==> config.mk <==
export PLATFORM = sky130hd
export DESIGN_NAME = queue_with_promote_and_aging
export DESIGN_NICKNAME = d
export VERILOG_FILES = /design/src/hw/rtl/qpa_pkg.sv /design/src/hw/rtl/qpa_mem.sv /design/src/hw/rtl/qpa_ctrl.sv /design/src/hw/rtl/queue_with_promote_and_aging.sv
export SDC_FILE = /design/constraint.sdc
export NUM_CORES = 1
export LEC_CHECK = 0
export ABC_AREA = 1
export CORE_UTILIZATION = 40
export CTS_BUF_LIST = sky130_fd_sc_hd__clkbuf_4 sky130_fd_sc_hd__clkbuf_8 sky130_fd_sc_hd__clkbuf_16
export DETAILED_ROUTE_END_ITERATION = 10
export DONT_BUFFER_PORTS = 1
export PLACE_DENSITY_LB_ADDON = 0.05
export SLEW_MARGIN = 25
export SYNTH_ARGS = -nofsm -noshare
export SYNTH_HDL_FRONTEND = slang
export SYNTH_HIERARCHICAL = 1
export SYNTH_SLANG_ARGS = --single-unit
export TNS_END_PERCENT = 30
==> constraint.sdc <==
create_clock -name i_clk -period 3.7 [get_ports i_clk]
set_input_delay 0.74 -clock i_clk [delete_from_list [all_inputs] [get_ports i_clk]]
set_output_delay 0.74 -clock i_clk [all_outputs]
set_load 0.05 [all_outputs]
==> src/hw/rtl/qpa_pkg.sv <==
// package for the landing queue: field widths, codes, config resets
// and the structs passed between the sequencer and the top level
// no dependencies
`default_nettype none

package qpa_pkg;

    localparam int DEPTH_DEF   = 16;
    localparam int ID_BITS_DEF = 10;
    localparam int KIND_W      = 2;
    localparam int FUEL_W      = 7;
    localparam int EMG_W       = 2;
    localparam int MIN_W       = 10;
    localparam int BURN_W      = 4;
    localparam int THR_W       = 7;
    localparam int STATUS_W    = 2;
    localparam int DROP_W      = MIN_W + BURN_W;
    localparam int CFG_IDX_W   = 1;
    localparam int CFG_DATA_W  = 7;

    localparam logic [FUEL_W-1:0] FUEL_MAX  = 7'd100;
    localparam logic [BURN_W-1:0] BURN_RST  = 4'd2;
    localparam logic [THR_W-1:0]  THR_RST   = 7'd20;
    localparam logic [EMG_W-1:0]  EMG_NONE  = 2'd0;
    localparam logic [EMG_W-1:0]  EMG_LOW   = 2'd1;

    localparam logic [CFG_IDX_W-1:0] CFG_BURN = 1'b0;
    localparam logic [CFG_IDX_W-1:0] CFG_THR  = 1'b1;

    typedef enum logic [KIND_W-1:0] {
        K_ENQ  = 2'd0,
        K_DEQ  = 2'd1,
        K_PROM = 2'd2,
        K_AGE  = 2'd3
    } t_kind;

    typedef enum logic [STATUS_W-1:0] {
        ST_OK       = 2'd0,
        ST_EMPTY    = 2'd1,
        ST_FULL     = 2'd2,
        ST_NOTFOUND = 2'd3
    } t_status;

    typedef struct packed {
        logic [BURN_W-1:0] burn;
        logic [THR_W-1:0]  thr;
    } t_cfg;

    typedef struct packed {
        t_status           status;
        logic              evalid;
        logic [FUEL_W-1:0] fuel;
        logic [EMG_W-1:0]  emg;
    } t_res;

endpackage

`default_nettype wire

==> src/hw/rtl/qpa_mem.sv <==
// entry store: one write port, one read port with registered read data
// uses qpa_pkg for default sizes
`default_nettype none

module qpa_mem #(
    parameter int DEPTH = qpa_pkg::DEPTH_DEF,
    parameter int WIDTH = qpa_pkg::ID_BITS_DEF + qpa_pkg::FUEL_W + qpa_pkg::EMG_W
) (
    input  wire logic                     i_clk,
    input  wire logic                     i_we,
    input  wire logic [$clog2(DEPTH)-1:0] i_waddr,
    input  wire logic [WIDTH-1:0]         i_wdata,
    input  wire logic                     i_re,
    input  wire logic [$clog2(DEPTH)-1:0] i_raddr,
    output logic      [WIDTH-1:0]         o_rdata
);

    logic [WIDTH-1:0] r_mem [DEPTH];
    logic [WIDTH-1:0] r_rdata;

    always_ff @(posedge i_clk) begin
        if (i_we) begin
            r_mem[i_waddr] <= i_wdata;
        end
        if (i_re) begin
            r_rdata <= r_mem[i_raddr];
        end
    end

    assign o_rdata = r_rdata;

endmodule

`default_nettype wire

==> src/hw/rtl/qpa_ctrl.sv <==
// sequencer for the landing queue: circular buffer pointers, search,
// shift and aging passes over the entry store; instantiates qpa_mem, uses qpa_pkg
`default_nettype none

module qpa_ctrl #(
    parameter int DEPTH   = qpa_pkg::DEPTH_DEF,
    parameter int ID_BITS = qpa_pkg::ID_BITS_DEF
) (
    input  wire logic                          i_clk,
    input  wire logic                          i_rst_n,
    input  wire logic                          i_req_valid,
    output logic                               o_req_ready,
    input  wire logic [qpa_pkg::KIND_W-1:0]    i_kind,
    input  wire logic [ID_BITS-1:0]            i_flight_id,
    input  wire logic [qpa_pkg::FUEL_W-1:0]    i_fuel,
    input  wire logic [qpa_pkg::EMG_W-1:0]     i_emg,
    input  wire logic [qpa_pkg::MIN_W-1:0]     i_minutes,
    input  wire qpa_pkg::t_cfg                 i_cfg,
    output logic                               o_res_valid,
    input  wire logic                          i_res_ready,
    output qpa_pkg::t_res                      o_res,
    output logic      [ID_BITS-1:0]            o_res_id,
    output logic      [$clog2(DEPTH+1)-1:0]    o_res_count
);

    localparam int AW    = $clog2(DEPTH);
    localparam int CW    = $clog2(DEPTH + 1);
    localparam int EW    = ID_BITS + qpa_pkg::FUEL_W + qpa_pkg::EMG_W;
    localparam int FW    = qpa_pkg::FUEL_W;
    localparam int GW    = qpa_pkg::EMG_W;

    typedef enum logic [5:0] {
        S_IDLE  = 6'b000001,
        S_SRCH  = 6'b000010,
        S_SHIFT = 6'b000100,
        S_PUT   = 6'b001000,
        S_AGE   = 6'b010000,
        S_RD    = 6'b100000
    } t_state;

    // S_RD issues the front read, the cycle after it the result is offered
    t_state                       r_state;
    logic                         r_load;
    logic [AW-1:0]                r_head;
    logic [CW-1:0]                r_occ;
    logic [AW-1:0]                r_raddr;
    qpa_pkg::t_status             r_status;
    logic                         r_evalid;
    logic [ID_BITS-1:0]           r_id;
    logic [qpa_pkg::DROP_W-1:0]   r_drop;
    logic [AW-1:0]                r_ridx;
    logic [AW-1:0]                r_widx;
    logic                         r_more;
    logic                         r_pend;
    logic [EW-1:0]                r_hold;

    logic                         mem_we;
    logic [AW-1:0]                mem_waddr;
    logic [EW-1:0]                mem_wdata;
    logic                         mem_re;
    logic [AW-1:0]                mem_raddr;
    logic [EW-1:0]                mem_rdata;

    logic                         accept;
    logic [FW-1:0]                fuel_sat;
    logic                         last_issue;
    logic                         last_check;
    logic                         id_hit;
    logic [FW-1:0]                rd_fuel;
    logic [GW-1:0]                rd_emg;
    logic [FW-1:0]                aged_fuel;
    logic [GW-1:0]                aged_emg;

    function automatic logic [AW-1:0] slot_addr(input logic [AW-1:0] head,
                                                input logic [AW-1:0] idx);
        logic [AW:0] sum;
        sum = {1'b0, head} + {1'b0, idx};
        if (sum >= (AW+1)'(DEPTH)) begin
            sum = sum - (AW+1)'(DEPTH);
        end
        return sum[AW-1:0];
    endfunction

    qpa_mem #(
        .DEPTH (DEPTH),
        .WIDTH (EW)
    ) u_mem (
        .i_clk   (i_clk),
        .i_we    (mem_we),
        .i_waddr (mem_waddr),
        .i_wdata (mem_wdata),
        .i_re    (mem_re),
        .i_raddr (mem_raddr),
        .o_rdata (mem_rdata)
    );

    assign o_req_ready = (r_state == S_IDLE) && !r_load;
    assign accept      = i_req_valid && o_req_ready;
    assign fuel_sat    = (i_fuel > qpa_pkg::FUEL_MAX) ? qpa_pkg::FUEL_MAX : i_fuel;

    assign last_issue  = (CW'(r_ridx) == r_occ - CW'(1));
    assign last_check  = (CW'(r_widx) == r_occ - CW'(1));
    assign id_hit      = (mem_rdata[EW-1 -: ID_BITS] == r_id);
    assign rd_fuel     = mem_rdata[GW +: FW];
    assign rd_emg      = mem_rdata[GW-1:0];

    // fuel burn floored at zero, then low fuel marking
    always_comb begin
        if (qpa_pkg::DROP_W'(rd_fuel) > r_drop) begin
            aged_fuel = rd_fuel - r_drop[FW-1:0];
        end else begin
            aged_fuel = '0;
        end
        if ((aged_fuel < i_cfg.thr) && (rd_emg == qpa_pkg::EMG_NONE)) begin
            aged_emg = qpa_pkg::EMG_LOW;
        end else begin
            aged_emg = rd_emg;
        end
    end

    // memory port steering
    always_comb begin
        mem_we    = 1'b0;
        mem_waddr = slot_addr(r_head, r_widx);
        mem_wdata = mem_rdata;
        mem_re    = 1'b0;
        mem_raddr = slot_addr(r_head, r_ridx);
        unique case (r_state)
            S_IDLE: begin
                if (accept && (qpa_pkg::t_kind'(i_kind) == qpa_pkg::K_ENQ)
                        && (r_occ != CW'(DEPTH))) begin
                    mem_we    = 1'b1;
                    mem_waddr = slot_addr(r_head, r_occ[AW-1:0]);
                    mem_wdata = {i_flight_id, fuel_sat, i_emg};
                end
            end
            S_SRCH: begin
                mem_re = r_more;
            end
            S_SHIFT: begin
                mem_re = r_more;
                mem_we = r_pend;
            end
            S_PUT: begin
                mem_we    = 1'b1;
                mem_waddr = r_head;
                mem_wdata = r_hold;
            end
            S_AGE: begin
                mem_re    = r_more;
                mem_we    = r_pend;
                mem_wdata = {mem_rdata[EW-1 -: ID_BITS], aged_fuel, aged_emg};
            end
            S_RD: begin
                mem_re    = 1'b1;
                mem_raddr = r_raddr;
            end
            default: begin
                mem_we = 1'b0;
            end
        endcase
    end

    always_ff @(posedge i_clk) begin
        if (!i_rst_n) begin
            r_state <= S_IDLE;
            r_load  <= 1'b0;
            r_head  <= '0;
            r_occ   <= '0;
            r_more  <= 1'b0;
            r_pend  <= 1'b0;
        end else begin
            unique case (r_state)
                S_IDLE: begin
                    if (r_load && i_res_ready) begin
                        r_load <= 1'b0;
                    end
                    if (accept) begin
                        r_raddr <= r_head;
                        r_id    <= i_flight_id;
                        r_drop  <= qpa_pkg::DROP_W'(i_minutes)
                                   * qpa_pkg::DROP_W'(i_cfg.burn);
                        r_ridx  <= '0;
                        r_more  <= 1'b1;
                        r_pend  <= 1'b0;
                        r_status <= qpa_pkg::ST_OK;
                        r_evalid <= (r_occ != '0);
                        r_state  <= S_RD;
                        unique case (qpa_pkg::t_kind'(i_kind))
                            qpa_pkg::K_ENQ: begin
                                if (r_occ == CW'(DEPTH)) begin
                                    r_status <= qpa_pkg::ST_FULL;
                                end else begin
                                    r_occ    <= r_occ + CW'(1);
                                    r_evalid <= 1'b1;
                                end
                            end
                            qpa_pkg::K_DEQ: begin
                                if (r_occ == '0) begin
                                    r_status <= qpa_pkg::ST_EMPTY;
                                end else begin
                                    r_head <= slot_addr(r_head, AW'(1));
                                    r_occ  <= r_occ - CW'(1);
                                end
                            end
                            qpa_pkg::K_PROM: begin
                                if (r_occ == '0) begin
                                    r_status <= qpa_pkg::ST_EMPTY;
                                end else begin
                                    r_state <= S_SRCH;
                                end
                            end
                            qpa_pkg::K_AGE: begin
                                if (r_occ != '0) begin
                                    r_state <= S_AGE;
                                end
                            end
                            default: begin
                                r_state <= S_RD;
                            end
                        endcase
                    end
                end
                S_SRCH: begin
                    // reads run one ahead; r_widx tags the entry in mem_rdata
                    if (r_more) begin
                        r_widx <= r_ridx;
                        if (last_issue) begin
                            r_more <= 1'b0;
                        end else begin
                            r_ridx <= r_ridx + AW'(1);
                        end
                    end
                    r_pend <= r_more;
                    if (r_pend) begin
                        if (id_hit) begin
                            r_pend <= 1'b0;
                            if (r_widx == '0) begin
                                r_more  <= 1'b0;
                                r_state <= S_RD;
                            end else begin
                                r_hold  <= mem_rdata;
                                r_ridx  <= r_widx - AW'(1);
                                r_more  <= 1'b1;
                                r_state <= S_SHIFT;
                            end
                        end else if (last_check) begin
                            r_pend   <= 1'b0;
                            r_more   <= 1'b0;
                            r_status <= qpa_pkg::ST_NOTFOUND;
                            r_state  <= S_RD;
                        end
                    end
                end
                S_SHIFT: begin
                    // read slot j-1, write it into slot j the next cycle
                    if (r_more) begin
                        r_widx <= r_ridx + AW'(1);
                        if (r_ridx == '0) begin
                            r_more <= 1'b0;
                        end else begin
                            r_ridx <= r_ridx - AW'(1);
                        end
                    end
                    r_pend <= r_more;
                    if (r_pend && !r_more) begin
                        r_state <= S_PUT;
                    end
                end
                S_PUT: begin
                    r_state <= S_RD;
                end
                S_AGE: begin
                    if (r_more) begin
                        r_widx <= r_ridx;
                        if (last_issue) begin
                            r_more <= 1'b0;
                        end else begin
                            r_ridx <= r_ridx + AW'(1);
                        end
                    end
                    r_pend <= r_more;
                    if (r_pend && !r_more) begin
                        r_state <= S_RD;
                    end
                end
                S_RD: begin
                    r_load  <= 1'b1;
                    r_state <= S_IDLE;
                end
                default: begin
                    r_state <= S_IDLE;
                end
            endcase
        end
    end

    // result is offered while r_load is set; front read data holds meanwhile
    assign o_res_valid     = r_load;
    assign o_res.status    = r_status;
    assign o_res.evalid    = r_evalid;
    assign o_res.fuel      = r_evalid ? rd_fuel : '0;
    assign o_res.emg       = r_evalid ? rd_emg : '0;
    assign o_res_id        = r_evalid ? mem_rdata[EW-1 -: ID_BITS] : '0;
    assign o_res_count     = r_occ;

endmodule

`default_nettype wire

==> src/hw/rtl/queue_with_promote_and_aging.sv <==
// landing queue with promote to front and fuel aging (top level)
// sequence: enqueue and dequeue go from idle through the front read to the result; promote adds a search
// and, on a hit past the front, a shift and put pass; advance time adds one aging pass when not empty
// throughput: one request in flight, set by the single read and write port of the entry store
// reset: synchronous, clears pointers, count and output valid, config to burn 2 and threshold 20;
// the entry store is not cleared and needs no clearing pass
`default_nettype none

module queue_with_promote_and_aging #(
    parameter int DEPTH   = qpa_pkg::DEPTH_DEF,
    parameter int ID_BITS = qpa_pkg::ID_BITS_DEF
) (
    input  wire logic                            i_clk,
    input  wire logic                            i_rst_n,
    input  wire logic                            i_cfg_we,
    input  wire logic [qpa_pkg::CFG_IDX_W-1:0]   i_cfg_index,
    input  wire logic [qpa_pkg::CFG_DATA_W-1:0]  i_cfg_data,
    input  wire logic                            i_in_valid,
    output logic                                 o_in_ready,
    input  wire logic [qpa_pkg::KIND_W-1:0]      i_kind,
    input  wire logic [ID_BITS-1:0]              i_flight_id,
    input  wire logic [qpa_pkg::FUEL_W-1:0]      i_fuel_in,
    input  wire logic [qpa_pkg::EMG_W-1:0]       i_emergency_in,
    input  wire logic [qpa_pkg::MIN_W-1:0]       i_minutes,
    output logic                                 o_out_valid,
    input  wire logic                            i_out_ready,
    output logic      [qpa_pkg::STATUS_W-1:0]    o_status,
    output logic                                 o_entry_valid,
    output logic      [ID_BITS-1:0]              o_entry_id,
    output logic      [qpa_pkg::FUEL_W-1:0]      o_entry_fuel,
    output logic      [qpa_pkg::EMG_W-1:0]       o_entry_emergency,
    output logic      [$clog2(DEPTH+1)-1:0]      o_count
);

    localparam int CW = $clog2(DEPTH + 1);

    qpa_pkg::t_cfg                 r_cfg;
    logic                          r_out_valid;
    qpa_pkg::t_res                 r_res;
    logic [ID_BITS-1:0]            r_id;
    logic [CW-1:0]                 r_count;

    logic                          res_valid;
    logic                          res_ready;
    qpa_pkg::t_res                 res;
    logic [ID_BITS-1:0]            res_id;
    logic [CW-1:0]                 res_count;

    always_ff @(posedge i_clk) begin
        if (!i_rst_n) begin
            r_cfg.burn <= qpa_pkg::BURN_RST;
            r_cfg.thr  <= qpa_pkg::THR_RST;
        end else if (i_cfg_we) begin
            unique case (i_cfg_index)
                qpa_pkg::CFG_BURN: r_cfg.burn <= i_cfg_data[qpa_pkg::BURN_W-1:0];
                qpa_pkg::CFG_THR:  r_cfg.thr  <= i_cfg_data[qpa_pkg::THR_W-1:0];
                default:           r_cfg      <= r_cfg;
            endcase
        end
    end

    qpa_ctrl #(
        .DEPTH   (DEPTH),
        .ID_BITS (ID_BITS)
    ) u_ctrl (
        .i_clk       (i_clk),
        .i_rst_n     (i_rst_n),
        .i_req_valid (i_in_valid),
        .o_req_ready (o_in_ready),
        .i_kind      (i_kind),
        .i_flight_id (i_flight_id),
        .i_fuel      (i_fuel_in),
        .i_emg       (i_emergency_in),
        .i_minutes   (i_minutes),
        .i_cfg       (r_cfg),
        .o_res_valid (res_valid),
        .i_res_ready (res_ready),
        .o_res       (res),
        .o_res_id    (res_id),
        .o_res_count (res_count)
    );

    // output register: the sequencer can take the next request while a result waits
    assign res_ready = !r_out_valid || i_out_ready;

    always_ff @(posedge i_clk) begin
        if (!i_rst_n) begin
            r_out_valid <= 1'b0;
        end else if (res_ready) begin
            r_out_valid <= res_valid;
        end
    end

    always_ff @(posedge i_clk) begin
        if (res_ready && res_valid) begin
            r_res   <= res;
            r_id    <= res_id;
            r_count <= res_count;
        end
    end

    assign o_out_valid       = r_out_valid;
    assign o_status          = r_res.status;
    assign o_entry_valid     = r_res.evalid;
    assign o_entry_id        = r_id;
    assign o_entry_fuel      = r_res.fuel;
    assign o_entry_emergency = r_res.emg;
    assign o_count           = r_count;

endmodule

`default_nettype wire

==> results of run 1 <==
[where the power goes]
group          leakage (nW)  switching (mW)  internal [mW]
clock network         0.808            1.98           2.84
registers              3.94           0.177           6.03
logic                  5.68            2.54           1.01
[worst reg2reg max path, cell delays in order, from the launching register on]
cell      delay, ps
dfxtp_1         540
nand2_1         150
fa_1            530
fa_1            540
inv_1            70
fa_1            460
nand3_1         100
nand2_1         100
nand2_1          90
o211ai_1        120
nand2_1          80
nand2_1          50
a21oi_1         140
xnor2_1          80
[synthesized netlist by cell type, types with 2 or more instances]
library cell,n
or2_2,2
nand2_4,2
o21ai_1,10
nand2_1,655
inv_1,375
ha_1,50
dfxtp_1,30
nand3b_1,2
clkbuf_1,24
edfxtp_1,408
buf_2,23
nand2_2,4
o21ai_0,26
inv_2,6
nand4_1,13
clkinv_1,3
nand3_1,279
o2111ai_1,2
nor2_1,91
nor3_1,6
buf_1,4
nor2_2,2
and2_1,2
xnor2_1,14
xor2_1,28
buf_6,10
fa_1,20
nand3_2,5
nor2_4,2
a21oi_1,41
o211ai_1,10
o221ai_1,2
buf_4,14
a21oi_2,2
[flip-flops by register name, summed over array words and instances (netlist names), 5 cells and up]
signal,flops
u_ctrl/r_id,10
u_ctrl/r_state,6
o_entry_fuel,7
u_ctrl/u_mem/r_mem,304
r_cfg,11
u_ctrl/u_mem/o_rdata,19
u_ctrl/r_drop,14
u_ctrl/r_hold,19
o_entry_id,10
o_count,5
u_ctrl/o_res_count,5
[final cells by class]
class | count | area (um^2)
multi-input cells | 1284 | 6610
well taps | 688 | 861
fillers | 5032 | 28600
clock buffers | 70 | 1430
flip-flops and latches | 438 | 12900
clock inverters | 21 | 166
inverters | 387 | 1470
repair buffers | 55 | 526
[metal layers]
metal  global-route usage, %  routed length, um  share of wire (%)  up-vias
li1                        -                  -                  -     7142
met3                    2.76               2490                4.5       79
met5                       0                  0                  0        -
met1                    28.8              25300                 46     7017
met2                    33.7              25900                 47      324
met4                    6.25               1400                2.5        0
[per-stage QoR]
| stage | hold WS [ps] | total power, mW | std cells | utilization, % | setup WS, ps |
|---|---|---|---|---|---|
| after global routing | 218 | 15.3 | 2943 | 45.5 | 152 |
| final | 249 | 14.6 | 2943 | 45.5 | 400 |
| after CTS | 213 | 14.8 | 2943 | 45.5 | 391 |
| after detailed placement | 417 | 9.90 | 2852 | 42.5 | 263 |
| after floorplan | 400 | 8.65 | 2184 | - | 352 |
| after global placement | 406 | 9.88 | 2852 | 42.5 | 234 |
[how the worst max path moves through the flow]
stage	from	to	slack, ps	cells past startpoint
floorplan	i_rst_n	u_ctrl/r_hold[0]	350	2
global placement	i_minutes[0]	u_ctrl/r_drop[12]	230	13
detailed placement	i_minutes[0]	u_ctrl/r_drop[12]	260	13
CTS	r_cfg[10]	u_ctrl/r_drop[12]	390	13
global route	r_cfg[10]	u_ctrl/r_drop[12]	150	13
finish	r_cfg[10]	u_ctrl/r_drop[12]	400	13
[cell families (layout without fill, tap and decap cells)]
group / count (synthesis) / after routing / share of synthesized area [%]
and+or+nand+nor: 1072 / 1072 / 21.5
DFF: 438 / 438 / 60.4
muxes: 1 / 1 / 0.0529
buffers and inverters: 462 / 533 / 8.94
xor gates and xnor gates: 42 / 42 / 1.73
AOI/OAI and AO/OA: 99 / 99 / 2.62
adders and majority gates: 70 / 70 / 4.82
==> qor.yml, run 1 <==
post_drt_via_cell_ratio: 4.95
critical_path_class: "register to register"
cts_setup_buffers: 0
max_slew.worst_pin.slew_ps: 829
powerDensity_nw_per_um2: 609
overflow: 0
period_share_pct: 89.2
fmax_mhz: 303
grt_first_pass_wirelength_mm: 84.1
cp_slowest_cell: "dfxtp_1"
path_max_fanout: 11
io_pins: 73
cts_buffers: 50
crit_arrival_ps: 3630
drt-initial-drc-count: 968
synth_cell_type_count: 51
post_drt_wl_per_cell_um: 18.7
crit_buf_inv: 1
synth_top_cell_by_area: "edfxtp_1"
wirelength_mm: 55.1
postSynthCellCount: 2184
holdPathStages: 0
place_area_um2: 22300
slew_violations: 0
drive_gt1_share_pct: 8.56
min_to: "u_ctrl/r_id[8]"
area_growth_pct: 12.4
cts_resized: 0
start_util_pct: 40.5
reg2reg_to: "u_ctrl/r_drop[12]"
gp_congestion: 0.876
final_common_cell: "nand2_1"
die_area_um2: 54100
r2r_slack_ps: 400
synth-edff-count: 408
hold_start: "i_flight_id[8]"
hold_path_class: "primary input to register"
die_h_um: 233
required_ps: 4030
mostFrequentLayoutCells: "655 x nand2_1, 408 x edfxtp_1, 375 x inv_1"
fin_area_um2: 23900
finalClockSkew_ps: 20.4
holdBufCountCts: 0
firstDrtPassIters: 5
core-area_um2: 52600
yosysTopAreaCellShare_pct: 57.6
dominantRegCellSynth: "edfxtp_1"
syn-num-nets: 2298
die_x_um: 233
finalCriticalPeriod_ps: 3300
r2r_start: "r_cfg[10]"
seq_area_frac_synth_pct: 60.4
track_usage_pct: 20.7
hold_violations: 0
slowest_delay_ps: 540
cts_max_path_buffers: 3
grt_setup_unrepaired: "no"
path_clk_slew_ps: 60
tritoncts: "done"
crit_chain: "nand2_1, fa_1, fa_1, inv_1, fa_1, nand3_1, nand2_1, nand2_1, o211ai_1, nand2_1, nand2_1, a21oi_1, xnor2_1"
final_nets: 2330
fin_setup_tns_ps: 0
cts_sinks: 438
start_kind: "register"
grt_max_degree: 77
p_leak_nw: 10.4
core.rowCount: 84
ys_warn_count: 6
critPathCaptureType: "register"
avgSynthCellArea_um2: 9.75
crit_family: "adder cells"
antenna_found_initial: 0
htree_num_levels: 2
netlist_top_cells_area: "edfxtp_1 58%, nand2_1 12%, inv_1 6.6%"
cpMostUsedCell: "nand2_1"
finalSetupViolCount: 0
cap_viol_max_count: 0
max-slew-margin-rel_pct: 44.7
drc: 0
clock-root-buffer: "clkbuf_16"
clk-insertion-delay-late_ps: 600
num_vias: 14562
synth-seq-cells: 438
dpl.hpwl_mm: 33.7
outcome: "completed"
diodes: 0
r2r_cells: 13
synthArstFlopShare_pct: 0
antenna_left: 0
netlist_area_um2: 21300
placement.io_buffers: 0
grt_pass1_vias: 13966
vdd_drop_max_v: 0.000357
No activity file was read; power rests on OpenSTA's default activity.
==> run 2: changes to the inputs <==
MAX_ROUTING_LAYER = met4   (was default)
==> run 2 against run 1 <==
Cell count down 0.10%; wire length grew 0.50%; via count fell by 1.4%; fmax is 0.42% lower; die area unchanged; sequential cell count is the same; combinational power is essentially flat; clock skew is essentially flat; worst hold slack worse by 4.0 ps; power down 0.88%; clock power shrank 2%; first-iteration DRC count is 8.6% higher; critical endpoint unchanged; largest power group unchanged.
==> qor.yml, run 2 (same netlist as run 1, synthesis figures left out) <==
outcome: "completed"  # unchanged
gp_congestion: 0.880  # was 0.876
finalClockSkew_ps: 20.1  # was 20.4 ps
grt_max_degree: 82  # was 77
grt_setup_unrepaired: "no"  # unchanged
vdd_drop_max_v: 0.000365  # was 0.000357 V
diodes: 0  # unchanged
core.rowCount: 84  # unchanged
hold_start: "i_flight_id[4]"  # was i_flight_id[8]
grt_first_pass_wirelength_mm: 83.2  # was 84.1 mm
fin_setup_tns_ps: 0  # unchanged
overflow: 0  # unchanged
post_drt_wl_per_cell_um: 18.8  # was 18.7 um
hold_path_class: "primary input to register"  # unchanged
pre_cts_slack_ps: 259  # was 263 ps
core-area_um2: 52600  # unchanged
final_core_util_pct: 45.4  # was 45.5%
die_area_um2: 54100  # unchanged
cap_viol_max_count: 0  # unchanged
dpl.hpwl_mm: 34.0  # was 33.7 mm
drc: 0  # unchanged
fill_cells: 5027  # was 5032
final_common_cell: "nand2_1"  # unchanged
final_nets: 2332  # was 2330
total_power_mw: 14.4  # was 14.6 mW
critical_path_class: "register to register"  # unchanged
period_share_pct: 89.6  # was 89.2%
antenna_left: 0  # unchanged
critPathCaptureType: "register"  # unchanged
seqPwrFrac_pct: 43.0  # was 42.6%
top_register: "u_ctrl/u_mem/r_mem"  # unchanged
path_clk_slew_ps: 60  # about the same
max_slew.worst_pin.slew_ps: 884  # was 829 ps
drive_gt1_share_pct: 8.44  # was 8.56%
powerDensity_nw_per_um2: 605  # was 609 nW/um^2
wirelength_mm: 55.4  # was 55.1 mm
r2r_cells: 13  # unchanged
comb_power_share_pct: 24.5  # was 24.3%
reg2reg_to: "u_ctrl/r_drop[12]"  # unchanged
r2r_start: "r_cfg[10]"  # unchanged
track_usage_pct: 21.3  # was 20.7%
p_leak_nw: 10.4  # about the same
slew_violations: 0  # unchanged
firstDrtPassIters: 5  # unchanged
clk-insertion-delay-late_ps: 590  # was 600 ps
htree_num_levels: 2  # unchanged
power.share.switching_pct: 32.0  # was 32.2%
post_drt_via_cell_ratio: 4.88  # was 4.95
slowest_delay_ps: 560  # was 540 ps
crit_arrival_ps: 3650  # was 3630 ps
intPower_mw: 9.82  # was 9.87 mW
antenna_found_initial: 0  # unchanged
start_util_pct: 40.5  # unchanged
grt_pass1_vias: 13497  # was 13966
fmax_mhz: 302  # was 303 MHz
path_max_fanout: 11  # unchanged
placement.io_buffers: 0  # unchanged
required_ps: 4030  # about the same
hold_violations: 0  # unchanged
max-slew-margin-rel_pct: 41.0  # was 44.7%
cp_slowest_cell: "dfxtp_1"  # unchanged
cts_buffers: 49  # was 50
cts_max_path_buffers: 3  # unchanged
net-switching-power_mw: 4.62  # was 4.69 mW
cts_sinks: 438  # unchanged
drt-initial-drc-count: 1051  # was 968
area_growth_pct: 12.2  # was 12.4%
finalSetupViolCount: 0  # unchanged
largest_register_ff_count: 304  # unchanged
die_h_um: 233  # unchanged
clkPwrFrac_pct: 32.5  # was 33.1%
place_inst: 2854  # was 2852
fin_cells: 2940  # was 2943
io_pins: 73  # unchanged
crit_chain: "nand2_1, fa_1, fa_1, inv_1, fa_1, nand3_1, nand2_1, nand2_1, o211ai_1, nand2_1, nand2_1, a21oi_1, xnor2_1"  # unchanged
num_vias: 14355  # was 14562
die_x_um: 233  # unchanged
start_kind: "register"  # unchanged
clock-root-buffer: "clkbuf_16"  # unchanged
finalCriticalPeriod_ps: 3310  # was 3300 ps
cpMostUsedCell: "nand2_1"  # unchanged
fin_ws_ps: 386  # was 400 ps
tritoncts: "done"  # unchanged
holdPathStages: 0  # unchanged
crit_start: "r_cfg[10]"  # unchanged
min_to: "u_ctrl/r_id[4]"  # was u_ctrl/r_id[8]
mostFrequentLayoutCells: "655 x nand2_1, 408 x edfxtp_1, 375 x inv_1"  # unchanged
r2r_slack_ps: 390  # was 400 ps
-- run 2: changes by cell type in the layout (fill, tap and decap cells not counted), sizes merged --
cell,change
clkinvlp,-1
inv,-1
clkinv,-2
buf,+3
clkbuf,-2
-- run 2: metal layers --
layer	vias up	share of wire (%)	wire (um)	GRT usage, %
li1	7142	-	-	-
met1	6844	46	25600	28.6
met2	287	47	26200	33.9
met3	82	4.1	2250	2.61
met4	0	2.3	1300	6.23
met5	-	0	0	-
-- run 2: metrics by stage --
stage	area [um^2]	hold WS, ps
6_report	23900	245
3_3_place_gp	22300	408
2_1_floorplan	21300	400
3_5_place_dp	22300	419
5_1_grt	23900	224
4_1_cts	23900	208
-- run 2: worst max-delay path by stage --
stage and endpoint:
2_1_floorplan u_ctrl/r_hold[0], 3_3_place_gp u_ctrl/r_drop[12], 3_5_place_dp u_ctrl/u_mem/r_mem[8][0], 4_1_cts u_ctrl/u_mem/r_mem[5][0]
5_1_grt u_ctrl/u_mem/r_mem[8][0], 6_report u_ctrl/r_drop[12]
-- run 2: power groups by stage --
| stage | Sequential (mW) | Combinational, mW | Clock [mW] |
|---|---|---|---|
| final | 6.20 | 3.53 | 4.70 |
| after detailed placement | 6.31 | 3.59 | 0 |
| after floorplan | 6.26 | 2.40 | 0 |
| after global routing | 6.22 | 3.99 | 5.00 |
| after global placement | 6.30 | 3.59 | 0 |
| after CTS | 6.21 | 3.60 | 4.83 |
-- run 2: critical path, delay by kind of cell (launching register included) --
kind | cells | cell delay, ps
AOI/OAI and AO/OA | 2 | 260
xor gates and xnor gates | 1 | 80
adders and majority gates | 3 | 1540
buffers and inverters | 1 | 60
DFF | 1 | 560
and+or+nand+nor | 6 | 550
-- run 2: what timing repair did --
| item | in CTS | in global routing |
|---|---|---|
| hold buffers | 0 | 0 |
| setup endpoints to repair | 0 | 16 |
| resized for setup | 0 | 1 |
| buffers inserted | 0 | 1 |
-- run 2: layout make-up --
class	count	area [um^2]	share of cell area [%]
clock inverters	17	128	0.535
clock buffers	68	1400	5.88
repair buffers	58	552	2.31
multi-input cells	1284	6620	27.7
well taps	688	861	3.61
flip-flops and latches	438	12900	53.8
inverters	387	1470	6.14
==> run 3: changes to the inputs <==
CELL_PAD_IN_SITES_DETAIL_PLACEMENT = 1   (was default)
CELL_PAD_IN_SITES_GLOBAL_PLACEMENT = 2   (was default)
==> run 3 against run 2 <==
Power increased by 2.2%; wire length is 8.9% higher; clock power grew 4.9%; register-to-register slack barely moved; critical path type unchanged; critical endpoint unchanged.
==> qor.yml, run 3 (same netlist as run 1, synthesis figures left out) <==
outcome: "completed"  # unchanged
cts_resized: 0  # unchanged
wirelength_mm: 60.3  # was 55.4 mm
grt_max_degree: 77  # was 82
slew_violations: 0  # unchanged
path_max_fanout: 11  # unchanged
clock-root-buffer: "clkbuf_16"  # unchanged
core.rowCount: 84  # unchanged
area_growth_pct: 12.7  # was 12.2%
hold_path_class: "primary input to register"  # unchanged
gr-max-usage-layer: "met2"  # unchanged
place_inst: 2855  # was 2854
top_register: "u_ctrl/u_mem/r_mem"  # unchanged
start_kind: "register"  # unchanged
max-slew-margin-rel_pct: 35.3  # was 41.0%
drc: 0  # unchanged
vdd_drop_max_v: 0.000425  # was 0.000365 V
num_vias: 14885  # was 14355
track_usage_pct: 23.3  # was 21.3%
antenna_left: 0  # unchanged
critPathCaptureType: "register"  # unchanged
core-area_um2: 52600  # unchanged
finalCriticalPeriod_ps: 3300  # was 3310 ps
final_common_cell: "nand2_1"  # unchanged
finalClockSkew_ps: 19.6  # was 20.1 ps
hold_violations: 0  # unchanged
fin_setup_tns_ps: 0  # unchanged
overflow: 0  # unchanged
cts_max_path_buffers: 3  # unchanged
tritoncts: "done"  # unchanged
fin_cells: 2944  # was 2940
dpl.hpwl_mm: 38.1  # was 34.0 mm
use_met3_pct: 3.41  # was 2.61%
critical_path_class: "register to register"  # unchanged
final_nets: 2333  # was 2332
htree_num_levels: 2  # unchanged
post_drt_wl_per_cell_um: 20.5  # was 18.8 um
die_h_um: 233  # unchanged
die_area_um2: 54100  # unchanged
clk-insertion-delay-late_ps: 600  # was 590 ps
grt_util_met2_pct: 38.6  # was 33.9%
post_drt_via_cell_ratio: 5.06  # was 4.88
antenna_found_initial: 1  # was 0
required_ps: 4040  # was 4030 ps
cts_buffers: 50  # was 49
cts_setup_buffers: 0  # unchanged
finalSetupViolCount: 0  # unchanged
die_x_um: 233  # unchanged
period_share_pct: 89.2  # was 89.6%
diodes: 0  # unchanged
largest_register_ff_count: 304  # unchanged
grt_use_met1_pct: 30.4  # was 28.6%
drive_gt1_share_pct: 8.55  # was 8.44%
total_power_mw: 14.8  # was 14.4 mW
placement.io_buffers: 0  # unchanged
drt-initial-drc-count: 763  # was 1051
p_leak_nw: 10.5  # was 10.4 nW
fmax_mhz: 303  # was 302 MHz
io_pins: 73  # unchanged
final_core_util_pct: 45.7  # was 45.4%
grt_first_pass_wirelength_mm: 91.4  # was 83.2 mm
firstDrtPassIters: 5  # unchanged
gp_congestion: 0.835  # was 0.880
powerDensity_nw_per_um2: 615  # was 605 nW/um^2
grt_pass1_vias: 15076  # was 13497
max_slew.worst_pin.slew_ps: 970  # was 884 ps
start_util_pct: 40.5  # unchanged
path_clk_slew_ps: 60  # about the same
cap_viol_max_count: 0  # unchanged
cts_sinks: 438  # unchanged
crit_arrival_ps: 3640  # was 3650 ps
mostFrequentLayoutCells: "654 x nand2_1, 408 x edfxtp_1, 375 x inv_1"  # was 655 x nand2_1, 408 x edfxtp_1, 375 x inv_1
holdBufCountCts: 0  # unchanged
grt_setup_unrepaired: "no"  # unchanged
[run 3: cell types whose count changed in the layout (fill, tap and decap cells not counted), moves of 2 or more]
cell,change
clkinv_2,+2
clkbuf_4,-3
buf_12,+2
nor2_2,-2
bufinv_16,+3
[run 3: worst paths after layout]
check / end / slack (ps) / cells past startpoint / from
max: u_ctrl/r_drop[12] / 400 / 13 / r_cfg[10]
min reg2reg: o_status[1] / 430 / 0 / u_ctrl/r_status[1]
max reg2reg: u_ctrl/r_drop[12] / 400 / 13 / r_cfg[10]
min: r_cfg[4] / 240 / 1 / i_rst_n
[run 3: through the flow]
stage	instance area (um^2)	worst slack, ps	hold WS (ps)
3_5_place_dp	22400	193	427
3_3_place_gp	22400	238	406
2_1_floorplan	21300	352	400
4_1_cts	24000	185	196
5_1_grt	24000	74.4	208
6_report	24000	400	235
[run 3: final cells by class]
| type | instances | area [um^2] |
|---|---|---|
| clock buffers | 64 | 1360 |
| clock inverters | 25 | 267 |
| fillers | 5861 | 28600 |
| inverters | 387 | 1470 |
| multi-input cells | 1284 | 6620 |
| flip-flops and latches | 438 | 12900 |
| well taps | 688 | 861 |
| repair buffers | 58 | 573 |
[run 3: worst max-delay path, stage by stage, from the launching register on]
cell	delay, ps
dfxtp_1	540
nand2_1	140
fa_1	520
fa_1	540
inv_1	70
fa_1	450
nand3_1	100
nand2_1	100
nand2_1	90
o211ai_1	120
nand2_1	90
nand2_1	50
a21oi_1	150
xnor2_1	80
[run 3: routing by layer]
| metal | up-vias | share of wire (%) |
|---|---|---|
| met5 | - | 0 |
| met1 | 7499 | 46 |
| met3 | 70 | 3.4 |
| met2 | 187 | 49 |
| li1 | 7129 | - |
| met4 | 0 | 1.6 |
[run 3: power by group]
part | leakage (nW) | internal, mW | total [mW] | switching (mW)
clock network | 0.811 | 2.93 | 4.93 | 2.00
registers | 3.94 | 6.03 | 6.21 | 0.183
logic | 5.70 | 1.01 | 3.61 | 2.60
